**src/rtl/vnacc_ram.sv**
```systemverilog
// Generic single-write, single-read RAM with registered read data.
`timescale 1ns / 1ps

module vnacc_ram #(
  parameter int WIDTH = 8,
  parameter int DEPTH = 16
) (
  input  logic                     clk,
  input  logic                     we,
  input  logic [$clog2(DEPTH)-1:0] waddr,
  input  logic [WIDTH-1:0]         wdata,
  input  logic [$clog2(DEPTH)-1:0] raddr,
  output logic [WIDTH-1:0]         rdata
);

  logic [WIDTH-1:0] mem_r [DEPTH];

  always_ff @(posedge clk) begin
    if (we) begin
      mem_r[waddr] <= wdata;
    end
    rdata <= mem_r[raddr];
  end

endmodule

```
**config.mk**
```make
export PLATFORM = sky130hd
export DESIGN_NAME = vnacc_ram
export DESIGN_NICKNAME = d
export VERILOG_FILES = /design/src/rtl/vnacc_ram.sv
export SDC_FILE = /design/constraint.sdc
export NUM_CORES = 1
export LEC_CHECK = 0
export ABC_AREA = 1
export BUFFER_PORTS_ARGS = -buffer_cell sky130_fd_sc_hd__buf_2
export CORE_UTILIZATION = 50
export DETAILED_ROUTE_END_ITERATION = 7
export GPL_ROUTABILITY_DRIVEN = 0
export GPL_TIMING_DRIVEN = 0
export PLACE_DENSITY = 0.65
export SLEW_MARGIN = 0
export SYNTH_ARGS = -nofsm -noshare
export SYNTH_HDL_FRONTEND = slang
export SYNTH_SLANG_ARGS = --single-unit
```
**constraint.sdc**
```tcl
create_clock -name clk -period 1.7 [get_ports clk]
set_input_delay 0.255 -clock clk [delete_from_list [all_inputs] [get_ports clk]]
set_output_delay 0.255 -clock clk [all_outputs]
set_load 0.02 [all_outputs]
```
==> impl_summary.log <==
INFO  metric synthesis.nets = 569
INFO  metric min_delay_path_depth = 1
INFO  metric tightest_slew = 0.8731 ns
INFO  metric static_power_due_to_leakage = 2.852 nW
INFO  metric hold-worst-slack = 0.2614 ns
INFO  metric syn_to_final_growth = 13.89%
INFO  metric numClockSinks = 136
INFO  metric drc = 0
INFO  metric num_io_pins = 26
INFO  metric antenna_left = 0
INFO  metric synth-seq-cells = 136
INFO  metric syn_avg_cell_area = 10.47 um^2
INFO  metric detailedRoute.firstIterationViolations = 326
INFO  metric buffer_ports.inserted = 22
INFO  metric synth_flop_cell = sky130_fd_sc_hd__edfxtp_1
INFO  metric final_hold_viol_count = 0
INFO  metric cp.arrival = 1.36 ns
INFO  metric grt_setup_unrepaired = no
INFO  metric post_synth_inst_count = 551
INFO  metric dieHeight = 109.4 um
INFO  metric detail_route.wl_per_cell = 18.45 um
INFO  metric critical_path.max_fanout = 8
INFO  metric postRouteWirelength = 13750 um
INFO  metric cp-startpoint = waddr[2]
INFO  metric final_max_slew_viol_count = 0
INFO  metric min-delay-path-class = in2reg
INFO  metric drtPass1Iterations = 5
INFO  metric grt.overflow.total = 0
INFO  metric maximum_number_of_pins_on_one_net_before_global_route_repair = 17
INFO  metric gr-usage-all-layers = 0.2566
INFO  metric detail_route.vias_per_cell = 5.234
INFO  metric die-width = 109.4 um
INFO  metric initial_core_util = 0.5228
INFO  metric netlist.area_leader.share = 0.6665
INFO  metric worst-setup-path-type = in2reg
INFO  metric post_cts_hold_buffer_count = 0
INFO  metric core-area = 0.01103 mm^2
INFO  metric numPlacedInstances = 713
INFO  metric synth_top_cells_by_area = sky130_fd_sc_hd__edfxtp_1 (67%), sky130_fd_sc_hd__nand2_1 (11%), sky130_fd_sc_hd__nand3_1 (8.4%), sky130_fd_sc_hd__inv_1 (6.5%), sky130_fd_sc_hd__dfxtp_1 (2.8%)
INFO  metric final-instance-count-excl-fill = 745
INFO  metric route.vias.total = 3899
INFO  metric synth.lib_cells_used.distinct = 12
INFO  metric first_global_vias = 3802
INFO  metric dp.final_hpwl = 9012 um
INFO  metric cts_max_level = 4
INFO  metric floorplan.die_area = 0.01197 mm^2
INFO  metric reg2reg_depth = 6
INFO  metric share_of_post_route_cells_with_drive_strength_above_1 = 0.1223
INFO  metric maxClockFrequency = 759.4 MHz
INFO  metric power_density = 1136 mW/mm^2
INFO  metric synth_largest_area_cell = sky130_fd_sc_hd__edfxtp_1
INFO  metric outcome = complete, no violations
INFO  metric cts_buffers = 17
INFO  metric post_dp_cell_area = 0.006052 mm^2
INFO  metric grt_antenna_before_repair = 0
INFO  metric cts_max_path_buffers = 2
INFO  metric worst_ir_drop_vdd = 689.1 uV
INFO  metric fill_cells = 943
INFO  metric floorplan.rows = 38
INFO  metric regToRegStartpoint = mem_r[11][2]
INFO  metric fin_nets = 610
INFO  metric clk_pin_slew = 0.06 ns
INFO  metric n_antenna_cell = 0
INFO  metric grt_first_pass_wirelength = 21010 um
INFO  metric timing.final.crit_share = 0.7746
INFO  metric post-route-cell-area = 0.006568 mm^2
INFO  metric clk_latency = 0.42 ns
INFO  metric postCtsSetupRepairBufs = 0
INFO  metric tritoncts_clock_tree = done
INFO  metric drv_cap = 0
INFO  metric synth-warning-count = 0
INFO  metric critical_path_required = 1.74 ns
INFO  metric synth_enable_flop_cells = 128
INFO  metric netlist_top_cells_count = sky130_fd_sc_hd__nand2_1 (173), sky130_fd_sc_hd__edfxtp_1 (128), sky130_fd_sc_hd__inv_1 (100), sky130_fd_sc_hd__nand3_1 (97), sky130_fd_sc_hd__nor2_1 (17)
INFO  metric maxSlewHeadroom = 0.4158
INFO  metric fin_worst_skew = 0.007793 ns
INFO  metric synth_async_sr_flop_share = 0
INFO  metric synth-seq-area-share = 0.6943
INFO  metric worst_setup_path_start_kind = input pin
INFO  metric post-route-min-period = 1.317 ns
INFO  metric setup_ws = 0.3832 ns
INFO  metric finalSetupViolations = 0
INFO  metric pre_cts_slack = -0.05820 ns
INFO  metric clock_tree.root_cell = sky130_fd_sc_hd__clkbuf_16
INFO  metric most_repeated_cell_in_the_gate_level_netlist_after_synthesis = sky130_fd_sc_hd__nand2_1
INFO  metric hold_path.startpoint = wdata[7]
INFO  metric synthesis.area = 0.005767 mm^2
INFO  metric post_cts_resized = 0
INFO  metric timing.critical_path.to_type = flop
-- layout make-up --
cell class | instances | area (um^2) | share of cell area
Buffer | 24 | 166.4 | 0.02534
Tap cell | 140 | 175.2 | 0.02667
Clock inverter | 14 | 86.33 | 0.01315
Timing Repair Buffer | 22 | 110.1 | 0.01677
Clock buffer | 18 | 429.2 | 0.06535
Inverter | 102 | 382.9 | 0.05830
Multi-Input combinational cell | 289 | 1214 | 0.1848
Sequential cell | 136 | 4004 | 0.6096
-- placed cells by master (no fill, tap or decap) --
cell and n:
sky130_fd_sc_hd__buf_1 1, sky130_fd_sc_hd__buf_2 35, sky130_fd_sc_hd__buf_4 4, sky130_fd_sc_hd__buf_6 6, sky130_fd_sc_hd__clkbuf_1 1, sky130_fd_sc_hd__clkbuf_16 17, sky130_fd_sc_hd__clkinv_1 4, sky130_fd_sc_hd__clkinv_2 3
sky130_fd_sc_hd__clkinv_4 3, sky130_fd_sc_hd__clkinvlp_4 4, sky130_fd_sc_hd__dfxtp_1 8, sky130_fd_sc_hd__edfxtp_1 128, sky130_fd_sc_hd__inv_1 100, sky130_fd_sc_hd__inv_2 2, sky130_fd_sc_hd__nand2_1 173, sky130_fd_sc_hd__nand3_1 97
sky130_fd_sc_hd__nand3b_1 2, sky130_fd_sc_hd__nor2_1 17
-- state kept, by name (all words and copies together), names as in the netlist --
signal / cells
mem_r: 128
rdata: 8
-- power by group --
group	internal (W)	total, W	switching, W	leakage (nW)
combinational	0.000144	0.000512	0.000368	1.39
sequential	0.00375	0.00377	0.0000188	1.22
clock	0.00183	0.00318	0.00135	0.242
total	0.00573	0.00746	0.00174	2.85
-- kinds of logic after synthesis --
| family | after synthesis | share of synthesized area |
|---|---|---|
| buf+inv | 126 | 0.09525 |
| simple gates | 289 | 0.2105 |
| flops | 136 | 0.6943 |
-- final timing paths --
path	end	slack, ns
worst max register to register	rdata[2]	0.69
worst min register to register	rdata[1]	0.70
worst min-delay path	mem_r[12][7]	0.26
worst max-delay path	mem_r[9][4]	0.38
-- metrics by stage --
step / total power [W] / utilization / setup TNS [ns]
floorplan: 0.004128 / - / 0
global placement: 0.004332 / 0.5487 / -0.1158
detailed placement: 0.004345 / 0.5487 / -0.6770
CTS: 0.007480 / 0.5954 / 0
global route: 0.007694 / 0.5954 / 0
finish: 0.007462 / 0.5954 / 0
-- worst max-delay path, stage by stage --
cell                       delay (ns)
sky130_fd_sc_hd__buf_2           0.12
sky130_fd_sc_hd__nand3b_1        0.27
sky130_fd_sc_hd__nor2_1          0.72
-- metal layers --
layer,up-vias,share of wire,track usage
met1,1814,0.43,0.3584
li1,1857,-,-
met4,0,0.022,0.1190
met3,23,0.094,0.05157
met5,-,0,0
met2,205,0.45,0.3886
No activity file was read; power rests on OpenSTA's default activity.
